`config.mk`:
```
export PLATFORM = sky130hd
export DESIGN_NAME = priority_thread_scheduler
export DESIGN_NICKNAME = d
export VERILOG_FILES = /design/src/rtl/core/psched_pkg.sv /design/src/rtl/core/psched_ctrl.sv /design/src/rtl/core/psched_dp.sv /design/src/rtl/core/priority_thread_scheduler.sv
export SDC_FILE = /design/constraint.sdc
export NUM_CORES = 2
export LEC_CHECK = 0
export ABC_AREA = 1
export BUFFER_PORTS_ARGS = -buffer_cell sky130_fd_sc_hd__buf_2
export CAP_MARGIN = 15
export CELL_PAD_IN_SITES_DETAIL_PLACEMENT = 0
export CELL_PAD_IN_SITES_GLOBAL_PLACEMENT = 1
export CORE_ASPECT_RATIO = 0.8
export CORE_MARGIN = 4
export CORE_UTILIZATION = 55
export CTS_CLUSTER_SIZE = 40
export DETAILED_ROUTE_END_ITERATION = 12
export GPL_ROUTABILITY_DRIVEN = 0
export GPL_TIMING_DRIVEN = 0
export PLACE_DENSITY_LB_ADDON = 0.1
export SYNTH_ARGS = -nofsm -noshare
export SYNTH_HDL_FRONTEND = slang
export SYNTH_SLANG_ARGS = --single-unit
export TNS_END_PERCENT = 30
```
`constraint.sdc`:
```
create_clock -name clk -period 12.15 [get_ports clk]
set_input_delay 3.0375 -clock clk [delete_from_list [all_inputs] [get_ports clk]]
set_output_delay 3.0375 -clock clk [all_outputs]
set_load 0.01 [all_outputs]
```
`src/rtl/core/psched_pkg.sv`:
```
package psched_pkg;

  localparam int NUM_THREADS_DEF   = 32;
  localparam int TIMEOUT_WIDTH_DEF = 32;

  localparam int CMD_W   = 3;
  localparam int PRIO_W  = 6;
  localparam int TICKS_W = 32;
  localparam int ERR_W   = 2;
  localparam int MASK_W  = 32;
  localparam int IN_W    = 48;
  localparam int OUT_W   = 48;

  localparam logic [CMD_W-1:0] CMD_START = 3'd0;
  localparam logic [CMD_W-1:0] CMD_TICK  = 3'd1;
  localparam logic [CMD_W-1:0] CMD_DELAY = 3'd2;
  localparam logic [CMD_W-1:0] CMD_SCHED = 3'd3;
  localparam logic [CMD_W-1:0] CMD_DONE  = 3'd4;

  localparam logic [ERR_W-1:0] ERR_OK   = 2'd0;
  localparam logic [ERR_W-1:0] ERR_PRIO = 2'd1;
  localparam logic [ERR_W-1:0] ERR_IDLE = 2'd2;
  localparam logic [ERR_W-1:0] ERR_ZERO = 2'd3;

  // Commands from the controller to the datapath.
  typedef struct packed {
    logic capture;    // latch the input transaction
    logic exec;       // apply start, delay or switch done
    logic walk_clr;   // restart the timeout walk
    logic walk_step;  // advance the timeout walk by one entry
    logic sched;      // pick the highest ready priority
    logic load_out;   // load the result register
  } psched_cmd_t;

  // Status from the datapath to the controller.
  typedef struct packed {
    logic [CMD_W-1:0] code;
    logic             delay_ok;
    logic             walk_done;
    logic             out_free;
  } psched_stat_t;

endpackage

```
`src/rtl/core/psched_ctrl.sv`:
```
module psched_ctrl
  import psched_pkg::*;
(
  input  logic         clk,
  input  logic         rst_n,
  input  logic         in_tvalid,
  output logic         in_tready,
  input  psched_stat_t stat,
  output psched_cmd_t  cmd
);

  typedef enum logic [2:0] {
    S_IDLE,
    S_EXEC,
    S_WALK,
    S_SCHED,
    S_OUT
  } state_t;

  state_t state_r, state_nxt;

  always_ff @(posedge clk) begin
    if (!rst_n) begin
      state_r <= S_IDLE;
    end else begin
      state_r <= state_nxt;
    end
  end

  always_comb begin
    state_nxt = state_r;
    cmd       = '0;
    in_tready = 1'b0;
    unique case (state_r)
      S_IDLE: begin
        in_tready = 1'b1;
        if (in_tvalid) begin
          cmd.capture = 1'b1;
          state_nxt   = S_EXEC;
        end
      end
      S_EXEC: begin
        cmd.exec = 1'b1;
        case (stat.code)
          CMD_TICK: begin
            cmd.walk_clr = 1'b1;
            state_nxt    = S_WALK;
          end
          CMD_DELAY: state_nxt = stat.delay_ok ? S_SCHED : S_OUT;
          CMD_SCHED: state_nxt = S_SCHED;
          default:   state_nxt = S_OUT;
        endcase
      end
      S_WALK: begin
        cmd.walk_step = 1'b1;
        if (stat.walk_done) begin
          state_nxt = S_OUT;
        end
      end
      S_SCHED: begin
        cmd.sched = 1'b1;
        state_nxt = S_OUT;
      end
      S_OUT: begin
        if (stat.out_free) begin
          cmd.load_out = 1'b1;
          state_nxt    = S_IDLE;
        end
      end
      default: state_nxt = S_IDLE;
    endcase
  end

endmodule

```
`src/rtl/core/psched_dp.sv`:
```
module psched_dp
  import psched_pkg::*;
#(
  parameter int NUM_THREADS   = NUM_THREADS_DEF,
  parameter int TIMEOUT_WIDTH = TIMEOUT_WIDTH_DEF
) (
  input  logic             clk,
  input  logic             rst_n,
  input  logic [IN_W-1:0]  in_tdata,
  output logic             out_tvalid,
  input  logic             out_tready,
  output logic [OUT_W-1:0] out_tdata,
  input  psched_cmd_t      cmd,
  output psched_stat_t     stat
);

  localparam int AW = $clog2(NUM_THREADS);
  localparam int CW = $clog2(NUM_THREADS + 1);

  logic [CMD_W-1:0]         code_r;
  logic [PRIO_W-1:0]        prio_r;
  logic [TIMEOUT_WIDTH-1:0] ticks_r;

  logic [NUM_THREADS-1:0] ready_r, ready_nxt;
  logic [NUM_THREADS-1:0] delayed_r, delayed_nxt;
  logic [NUM_THREADS:0]   started_r, started_nxt;
  logic [PRIO_W-1:0]      current_r, current_nxt;
  logic [PRIO_W-1:0]      chosen_r, chosen_nxt;
  logic [ERR_W-1:0]       err_r, err_nxt;
  logic [CW-1:0]          idx_r, idx_nxt;

  logic [TIMEOUT_WIDTH-1:0] mem [NUM_THREADS];
  logic [TIMEOUT_WIDTH-1:0] rd_data_r;
  logic                     mem_we;
  logic [AW-1:0]            mem_waddr;
  logic [TIMEOUT_WIDTH-1:0] mem_wdata;
  logic                     mem_rd;

  logic                     out_valid_r;
  logic [OUT_W-1:0]         out_data_r;

  logic [PRIO_W-1:0]        prio_m1;
  logic [PRIO_W-1:0]        cur_m1;
  logic [CW-1:0]            idx_m1;
  logic [TIMEOUT_WIDTH-1:0] dec_val;
  logic                     cur_valid;

  function automatic logic [PRIO_W-1:0] top_prio(input logic [NUM_THREADS-1:0] bits);
    logic [PRIO_W-1:0] p;
    p = '0;
    for (int i = 0; i < NUM_THREADS; i++) begin
      if (bits[i]) begin
        p = PRIO_W'(i + 1);
      end
    end
    return p;
  endfunction

  assign prio_m1   = prio_r - PRIO_W'(1);
  assign cur_m1    = current_r - PRIO_W'(1);
  assign idx_m1    = idx_r - CW'(1);
  assign dec_val   = rd_data_r - TIMEOUT_WIDTH'(1);
  assign cur_valid = (current_r != '0) && (current_r <= PRIO_W'(NUM_THREADS));

  assign stat.code      = code_r;
  assign stat.delay_ok  = cur_valid && (ticks_r != '0);
  assign stat.walk_done = (idx_r == CW'(NUM_THREADS));
  assign stat.out_free  = !out_valid_r || out_tready;

  assign mem_rd = cmd.walk_step && (idx_r < CW'(NUM_THREADS));

  always_comb begin
    ready_nxt   = ready_r;
    delayed_nxt = delayed_r;
    started_nxt = started_r;
    current_nxt = current_r;
    chosen_nxt  = chosen_r;
    err_nxt     = err_r;
    idx_nxt     = idx_r;
    mem_we      = 1'b0;
    mem_waddr   = cur_m1[AW-1:0];
    mem_wdata   = ticks_r;

    if (cmd.exec) begin
      err_nxt = ERR_OK;
      case (code_r)
        CMD_START: begin
          if (prio_r > PRIO_W'(NUM_THREADS)) begin
            err_nxt = ERR_PRIO;
          end else if (started_r[prio_r[CW-1:0]]) begin
            err_nxt = ERR_PRIO;
          end else begin
            started_nxt[prio_r[CW-1:0]] = 1'b1;
            if (prio_r != '0) begin
              ready_nxt[prio_m1[AW-1:0]] = 1'b1;
            end
          end
        end
        CMD_DELAY: begin
          if (!cur_valid) begin
            err_nxt = ERR_IDLE;
          end else if (ticks_r == '0) begin
            err_nxt = ERR_ZERO;
          end else begin
            mem_we                      = 1'b1;
            ready_nxt[cur_m1[AW-1:0]]   = 1'b0;
            delayed_nxt[cur_m1[AW-1:0]] = 1'b1;
          end
        end
        CMD_DONE: current_nxt = chosen_r;
        default: ;
      endcase
    end

    if (cmd.walk_clr) begin
      idx_nxt = '0;
    end

    // The entry read in the previous cycle is decremented and written back
    // while the next entry is being read.
    if (cmd.walk_step) begin
      if (idx_r != '0 && delayed_r[idx_m1[AW-1:0]]) begin
        mem_we    = 1'b1;
        mem_waddr = idx_m1[AW-1:0];
        mem_wdata = dec_val;
        if (dec_val == '0) begin
          ready_nxt[idx_m1[AW-1:0]]   = 1'b1;
          delayed_nxt[idx_m1[AW-1:0]] = 1'b0;
        end
      end
      if (idx_r != CW'(NUM_THREADS)) begin
        idx_nxt = idx_r + CW'(1);
      end
    end

    if (cmd.sched) begin
      chosen_nxt = top_prio(ready_r);
    end
  end

  always_ff @(posedge clk) begin
    if (!rst_n) begin
      ready_r     <= '0;
      delayed_r   <= '0;
      started_r   <= '0;
      current_r   <= '0;
      chosen_r    <= '0;
      err_r       <= ERR_OK;
      idx_r       <= '0;
      out_valid_r <= 1'b0;
    end else begin
      ready_r   <= ready_nxt;
      delayed_r <= delayed_nxt;
      started_r <= started_nxt;
      current_r <= current_nxt;
      chosen_r  <= chosen_nxt;
      err_r     <= err_nxt;
      idx_r     <= idx_nxt;
      if (cmd.load_out) begin
        out_valid_r <= 1'b1;
      end else if (out_tready) begin
        out_valid_r <= 1'b0;
      end
    end
  end

  always_ff @(posedge clk) begin
    if (cmd.capture) begin
      code_r  <= in_tdata[CMD_W-1:0];
      prio_r  <= in_tdata[CMD_W +: PRIO_W];
      ticks_r <= in_tdata[CMD_W+PRIO_W +: TIMEOUT_WIDTH];
    end
    if (cmd.load_out) begin
      out_data_r <= {(OUT_W - MASK_W - ERR_W - 1 - PRIO_W)'(0), MASK_W'(ready_r), err_r,
                     (chosen_r != current_r), chosen_r};
    end
  end

  always_ff @(posedge clk) begin
    if (mem_we) begin
      mem[mem_waddr] <= mem_wdata;
    end
    if (mem_rd) begin
      rd_data_r <= mem[idx_r[AW-1:0]];
    end
  end

  assign out_tvalid = out_valid_r;
  assign out_tdata  = out_data_r;

endmodule

```
`src/rtl/core/priority_thread_scheduler.sv`:
```
// Priority thread scheduler for up to NUM_THREADS prioritized threads plus an
// idle thread at priority 0.
// The in_ channel carries one command per transaction; each command returns
// exactly one result transaction on the out_ channel with the chosen thread,
// a switch-wanted flag, an error code and the ready mask after the command.
// Commands are handled one at a time. After the accepting edge a command is
// executed in S_EXEC; start, switch done, a rejected delay and unknown codes
// then go straight to S_OUT, schedule and a successful delay pass through
// S_SCHED first, and a tick passes through S_WALK, because a tick walks the
// timeout memory one entry per cycle through its single read port.
// The result is loaded into the output register from S_OUT, and in_tready
// rises in the same cycle as out_tvalid.
// in_tready is high only while no command is in progress; a new command may be
// accepted while the previous result still waits in the output register.
// If the receiver stalls, the result is held and the next command stops at
// the output register until the result is taken.
// Reset clears all thread state and the output valid flag; the timeout memory
// is not cleared, since an entry is only used after it was written by a delay.
module priority_thread_scheduler
  import psched_pkg::*;
#(
  parameter int NUM_THREADS   = NUM_THREADS_DEF,
  parameter int TIMEOUT_WIDTH = TIMEOUT_WIDTH_DEF
) (
  input  logic             clk,
  input  logic             rst_n,
  input  logic             in_tvalid,
  output logic             in_tready,
  input  logic [IN_W-1:0]  in_tdata,   // command[2:0], priority_req[8:3], delay_ticks[40:9]
  output logic             out_tvalid,
  input  logic             out_tready,
  output logic [OUT_W-1:0] out_tdata   // next_thread[5:0], switch_request[6],
                                       // error_code[8:7], ready_mask[40:9]
);

  psched_cmd_t  cmd;
  psched_stat_t stat;

  psched_ctrl u_ctrl (
    .clk       (clk),
    .rst_n     (rst_n),
    .in_tvalid (in_tvalid),
    .in_tready (in_tready),
    .stat      (stat),
    .cmd       (cmd)
  );

  psched_dp #(
    .NUM_THREADS   (NUM_THREADS),
    .TIMEOUT_WIDTH (TIMEOUT_WIDTH)
  ) u_dp (
    .clk        (clk),
    .rst_n      (rst_n),
    .in_tdata   (in_tdata),
    .out_tvalid (out_tvalid),
    .out_tready (out_tready),
    .out_tdata  (out_tdata),
    .cmd        (cmd),
    .stat       (stat)
  );

  logic [PRIO_W-1:0] out_next;
  logic [MASK_W-1:0] out_mask;

  assign out_next = out_tdata[PRIO_W-1:0];
  assign out_mask = out_tdata[PRIO_W+1+ERR_W +: MASK_W];

  // Only one command is in flight at a time.
  a_one_in_flight: assert property (@(posedge clk) disable iff (!rst_n)
    in_tvalid && in_tready |=> !in_tready)
    else $error("input accepted while a command is in progress");

  a_next_in_range: assert property (@(posedge clk) disable iff (!rst_n)
    out_tvalid |-> out_next <= PRIO_W'(NUM_THREADS))
    else $error("chosen thread beyond the thread count");

  // Ready bits are cleared only by a delay, which reschedules right away.
  a_chosen_ready: assert property (@(posedge clk) disable iff (!rst_n)
    out_tvalid && out_next != '0 |->
      ((out_mask >> (out_next - PRIO_W'(1))) & MASK_W'(1)) != '0)
    else $error("chosen thread is not ready");

  a_exec_after_capture: assert property (@(posedge clk) disable iff (!rst_n)
    cmd.capture |=> cmd.exec)
    else $error("captured command was not executed");

endmodule
```
==> Yosys cells after proc, flatten, opt, wreduce, memory -nomap -nowiden <==
Memories as Yosys holds them, arrays and structs flattened. A register that Yosys moved wholly into a read port is not among the register bits.
Cells that the tools add are included.
{ "word_totals": {"regBits": 203, "in_bits": 52, "ram_bits": 1024, "mem_count": 1} }
{ "classes": {"mux": 98, "bitwise": 10, "reduce_logical": 22, "n_addsub": 5, "n_eq_ne": 14, "magnitude_cmp": 11} }
{ "mem_list": {"columns": ["name", "depth", "width", "rd", "rd_clocked_by_memory_dff", "wr", "line", "rtl"], "rows": [
  ["u_dp.mem", 32, 32, 1, 1, 1, "psched_dp.sv:32", "logic [TIMEOUT_WIDTH-1:0] mem [NUM_THREADS];"]
]} }
{ "op_table": {"columns": ["op", "n"], "rows": [
  ["32-bit two-way mux", 18],
  ["32-bit bitwise OR", 3],
  ["5-bit two-way mux", 18],
  ["32-bit bitwise AND", 2],
  ["32-bit logical NOT", 2],
  ["32-bit inverter", 2],
  ["32-bit case mux with 2 select lines", 1],
  ["33-bit bitwise OR", 1],
  ["4-bit two-way mux", 8],
  ["32-bit nonzero test", 1],
  ["32-bit by 1-bit subtractor with 32-bit output (second input constant)", 1],
  ["1-bit two-way mux", 26],
  ["3-bit two-way mux", 8],
  ["6-bit two-way mux", 4],
  ["5-bit by 6-bit less-than comparator with 1-bit output (second input constant)", 3],
  ["6-bit nonzero test", 3],
  ["1-bit demux with 5-bit select", 3],
  ["5-bit by 1-bit greater-or-equal comparator with 1-bit output (second input constant)", 3],
  ["3-bit case mux with 5 select lines", 1],
  ["5-bit by 1-bit subtractor with 5-bit output (second input constant)", 3],
  ["3-bit by 2-bit == test with 1-bit output (second input constant)", 4],
  ["2-bit two-way mux", 6],
  ["3-bit case mux with 3 select lines", 1],
  ["1-bit logical AND", 8],
  ["other kinds (24)", 30]
]} }

==> Longest topological paths before layout <==
{ "logic_depth": {"depth_word": 32, "depth_mapped": 33, "depth_no_buf": 33} }

==> By module <==
From an unflattened synthesis, not the netlist that was laid out.
{ "hier_totals": {"hier_cells": 4294, "hier_area_um2": 51134.0} }
{ "modules_own_cells": {"columns": ["mod", "instances", "area_each_um2", "cells_per_inst"], "rows": [
  ["psched_dp", 1, 50882.6, 4252],
  ["psched_ctrl", 1, 251.5, 42]
]} }

==> Least setup slack after synthesis <==
OpenSTA, ideal clock, no wires.
{ "synth_path": {"path_type": "input -> register", "start": "input out_tready", "end": "register u_dp.out_data_r[0], in the netlist u_dp.out_tdata[0] (enable)", "t_required_ns": 11.660, "slack_ns": 5.736, "path_stages": 2, "t_arrival_ns": 5.923, "path_buffers": 0, "setup_ns": 0.490, "path_cell_list": "nor2_1 nor3_1"} }
{ "synth_rtl": {"columns": ["item", "line", "rtl"], "rows": [
  ["from (decl)", "priority_thread_scheduler.sv:31", "input logic out_tready,"],
  ["to (signal assigned)", "psched_dp.sv:174", "out_data_r <= {(OUT_W - MASK_W - ERR_W - 1 - PRIO_W)'(0), MASK_W'(ready_r), err_r,"],
  ["to (decl)", "psched_dp.sv:40", "logic [OUT_W-1:0] out_data_r;"]
]} }

==> Worst setup path in the final report <==
{ "layout_path": {"start": "register u_dp.idx_r[0]", "end": "memory u_dp.mem[2][28] in the netlist's numbering (enable)"} }
{ "layout_via": {"elab_chain_cells": 8} }
{ "layout_lines": {"columns": ["item", "line", "rtl"], "rows": [
  ["from (decl)", "psched_dp.sv:30", "logic [CW-1:0] idx_r, idx_nxt;"],
  ["from (signal assigned)", "psched_dp.sv:158", "idx_r <= idx_nxt;"],
  ["5-bit by 1-bit subtractor with 5-bit output", "psched_dp.sv:61", "assign idx_m1 = idx_r - CW'(1);"],
  ["1-bit binary-select mux with 5-bit select", "psched_dp.sv:122", "if (idx_r != '0 && delayed_r[idx_m1[AW-1:0]]) begin"],
  ["1-bit two-way mux (not written as such)", "psched_dp.sv:122", null],
  ["1-bit logical AND", "psched_dp.sv:122", null],
  ["1-bit two-way mux", "psched_dp.sv:122", null],
  ["1-bit two-way mux", "psched_dp.sv:121", "if (cmd.walk_step) begin"],
  ["1-bit two-way mux", "psched_dp.sv:180", "if (mem_we) begin"],
  ["1-bit two-way mux (not written as such)", "psched_dp.sv:181", "mem[mem_waddr] <= mem_wdata;"],
  ["to (decl)", "psched_dp.sv:32", null]
]} }
Several ways; a longest one is shown, not always the timed one. The select of a mux whose other input is x is not followed.

==> results.tsv <==
stage	metric	value	unit
clock_tree	htree_levels	3	
synthesis	async_flop_share	0	
detailed_routing	vias	38312	
die	ios	102	
global_route	grt_pass1_vias	34436	
sta	holdWs	0.449	ns
synthesis	synth-edff-count	1138	
sta	post-route-min-period	9.30	ns
power_and_ir_drop	power	0.00968	W
detailed_routing	via_per_inst	6.39	
setup_path	path_buf_inv	10	
placed_design	placed_cells	5774	
sta	slew_headroom	0.184	
synthesis	synthCells	4391	
sta	setup_slack	2.85	ns
clock_tree	postCtsSetupBuffers	0	
synthesis	synth.most_common_cell	edfxtp_1	
clock_tree	postCtsHoldBufs	0	
sta	maxSlewViolCount	0	
global_route	grt-ovfl-total	0	
setup_path	critPathArrivalTime	9.73	ns
outcome	status	finished clean	
clock_tree	cts_buffers	118	
cells_and_area	synthToLayoutAreaGrowth	15.1	%
sta	finalSetupTns	0	ns
hold_path	hold_depth	0	
synthesis	synth_area	51600	um2
placed_design	port-buffer-count	87	
synthesis	synth_seq_cells	1259	
die	rows	100	
detailed_routing	wl_per_cell	29.5	um
synthesis	synth_commonest_cells	edfxtp_1, nor2_1, o21ai_0	
die	die_h	282	um
detailed_routing	ant_nets	0	
synthesis	yosys_warnings	0	
synthesis	synth.area.top_cells	edfxtp_1, o21ai_0, nor2_1, dfxtp_1, nand2_1	
die	die_w	350	um
setup_path	crit_path_max_incr_delay	1.02	ns
die	start_util	0.554	
synthesis	yosysTopAreaCell	edfxtp_1	
setup_path	slowest_stage	nor2_4	
setup_path	cp.depth	20	
detailed_routing	drt_pass1_iterations	6	
placed_design	place_ws	3.36	ns
detailed_routing	drt-initial-drc-count	6419	
detailed_routing	drc	0	
global_route	grt_usage	0.354	
cells_and_area	nFillCells	7245	
synthesis	synth_cell_type_count	51	
cells_and_area	fin_cells	5996	
global_route	grt_pass1_wl	248	mm
setup_path	cp_cell_sequence	inv_1, clkbuf_1, clkbuf_1, clkbuf_1, clkbuf_1, ha_1, inv_1, nor3_1, nor2_1, nor2_1, o311ai_0, nand2_1, inv_1, nor2_1, inv_1, buf_2, o21ai_0, nand3_1, nor2_4, buf_16	
setup_path	critical_path.top_delay_family	buffers and inverters	
setup_path	reg2reg_depth	20	
sta	rsz0062_at_grt	no	
setup_path	startpoint_type	flip-flop	
die	core	93100	um2
clock_tree	cts_root_buf	clkbuf_16	
cells_and_area	drive_above_1_share	0.0954	
clock_tree	clock_sinks	1259	
sta	worst_slew_pin_slew	1.22	ns
sta	min_period_over_period	0.765	
die	dieArea	98800	um2
hold_path	hp-class	reg2reg	
synthesis	seq_area_frac_synth	0.709	
power_and_ir_drop	peakVddDrop	0.118	mV
detailed_routing	wirelength	177	mm
global_route	grt_max_degree	33	
sta	finClkSkew	0.0299	ns
sta	hold_viol	0	
setup_path	crit_required	12.59	ns
power_and_ir_drop	leakagePower	19.3	nW
global_route	antenna_found_initial	10	
clock_tree	clkTransAtPathRegs	0.06	ns
sta	setup_viol_count_final	0	
clock_tree	cts.path.max_buffers	3	
clock_tree	clk_latency	0.74	ns
synthesis	syn_avg_cell_area	11.7	um2
synthesis	synthFlopType	edfxtp_1	
setup_path	worstSetupPathType	reg2reg	
sta	clock.fmax	108	MHz
cells_and_area	nNetsFinal	4738	
job	drv_cap	0	
placed_design	hpwl	123	mm
setup_path	crit_fanout	20	
synthesis	netlist.area_leader.share	0.663	
clock_tree	cts_tree	yes	
clock_tree	cts_repair_resize_count	0	
power_and_ir_drop	p_per_area	163	nW/um2
setup_path	end_kind	flip-flop	
[cell type report]
| cell class | count | area [um2] | area share |
|---|---|---|---|
| repair buffers | 158 | 1990 | 0.0336 |
| multi-input cells | 2624 | 13500 | 0.228 |
| inverters | 239 | 902 | 0.0152 |
| well taps | 1224 | 1530 | 0.0258 |
| plain buffers | 275 | 1090 | 0.0184 |
| flip-flops and latches | 1259 | 36600 | 0.616 |
| clock buffers | 149 | 3140 | 0.0529 |
| clock inverters | 65 | 596 | 0.0100 |
| diodes | 3 | 7.51 | 0.000126 |
[registers in the layout, summed over array words and instances (netlist names), 32 cells and up]
name            count
u_dp.ready_r       32
u_dp.ticks_r       32
u_dp.out_tdata     41
u_dp.started_r     33
u_dp.rd_data_r     32
u_dp.delayed_r     32
u_dp.mem         1024
[power breakdown]
| part | internal, W | switching (W) |
|---|---|---|
| clock network | 0.00203 | 0.00162 |
| registers | 0.00486 | 0.0000522 |
| logic | 0.000269 | 0.000844 |
| total | 0.00716 | 0.00252 |
[metal layers]
layer,part of all wire,vias up,global-route usage
met5,0.00022,-,0
met4,0.028,2,0.0909
met3,0.17,301,0.147
met2,0.39,2826,0.456
met1,0.41,18626,0.550
li1,-,16557,-
[placed cells by master (no fill, tap or decap), drive strengths merged, types with 12 or more instances in the layout]
cell type  count
o2111ai       16
edfxtp      1138
o21ai        681
o211ai        32
nor2         738
a21oi        127
a31oi         12
clkinv        50
buf          188
xor2          21
nand2        383
clkbuf       394
o22ai        184
nor4          14
nor3          41
o221ai        86
dfxtp        121
inv          239
nand4         30
nand3        206
[final timing paths]
kind,slack [ns],start,to
max reg2reg,2.85,u_dp.idx_r[0],u_dp.mem[2][28]
min reg2reg,0.45,u_dp.err_r[1],u_dp.out_tdata[8]
max,2.85,u_dp.idx_r[0],u_dp.mem[2][28]
min,0.45,u_dp.err_r[1],u_dp.out_tdata[8]
[cells by family after synthesis]
family / share of synthesized area
compound gates: 0.128
buf+inv: 0.0387
fa+ha+maj: 0.00267
simple gates: 0.117
flops: 0.709
mux: 0.000194
other cells: 0.0000727
xor+xnor: 0.00475
[metrics by stage]
step,cell area [um2],utilization
4_1_cts,59300,0.637
5_1_grt,59400,0.638
3_5_place_dp,55500,0.597
3_3_place_gp,53600,0.575
2_1_floorplan,51600,-
6_report,59400,0.638
Note: power is estimated with default switching activity, not from simulation.
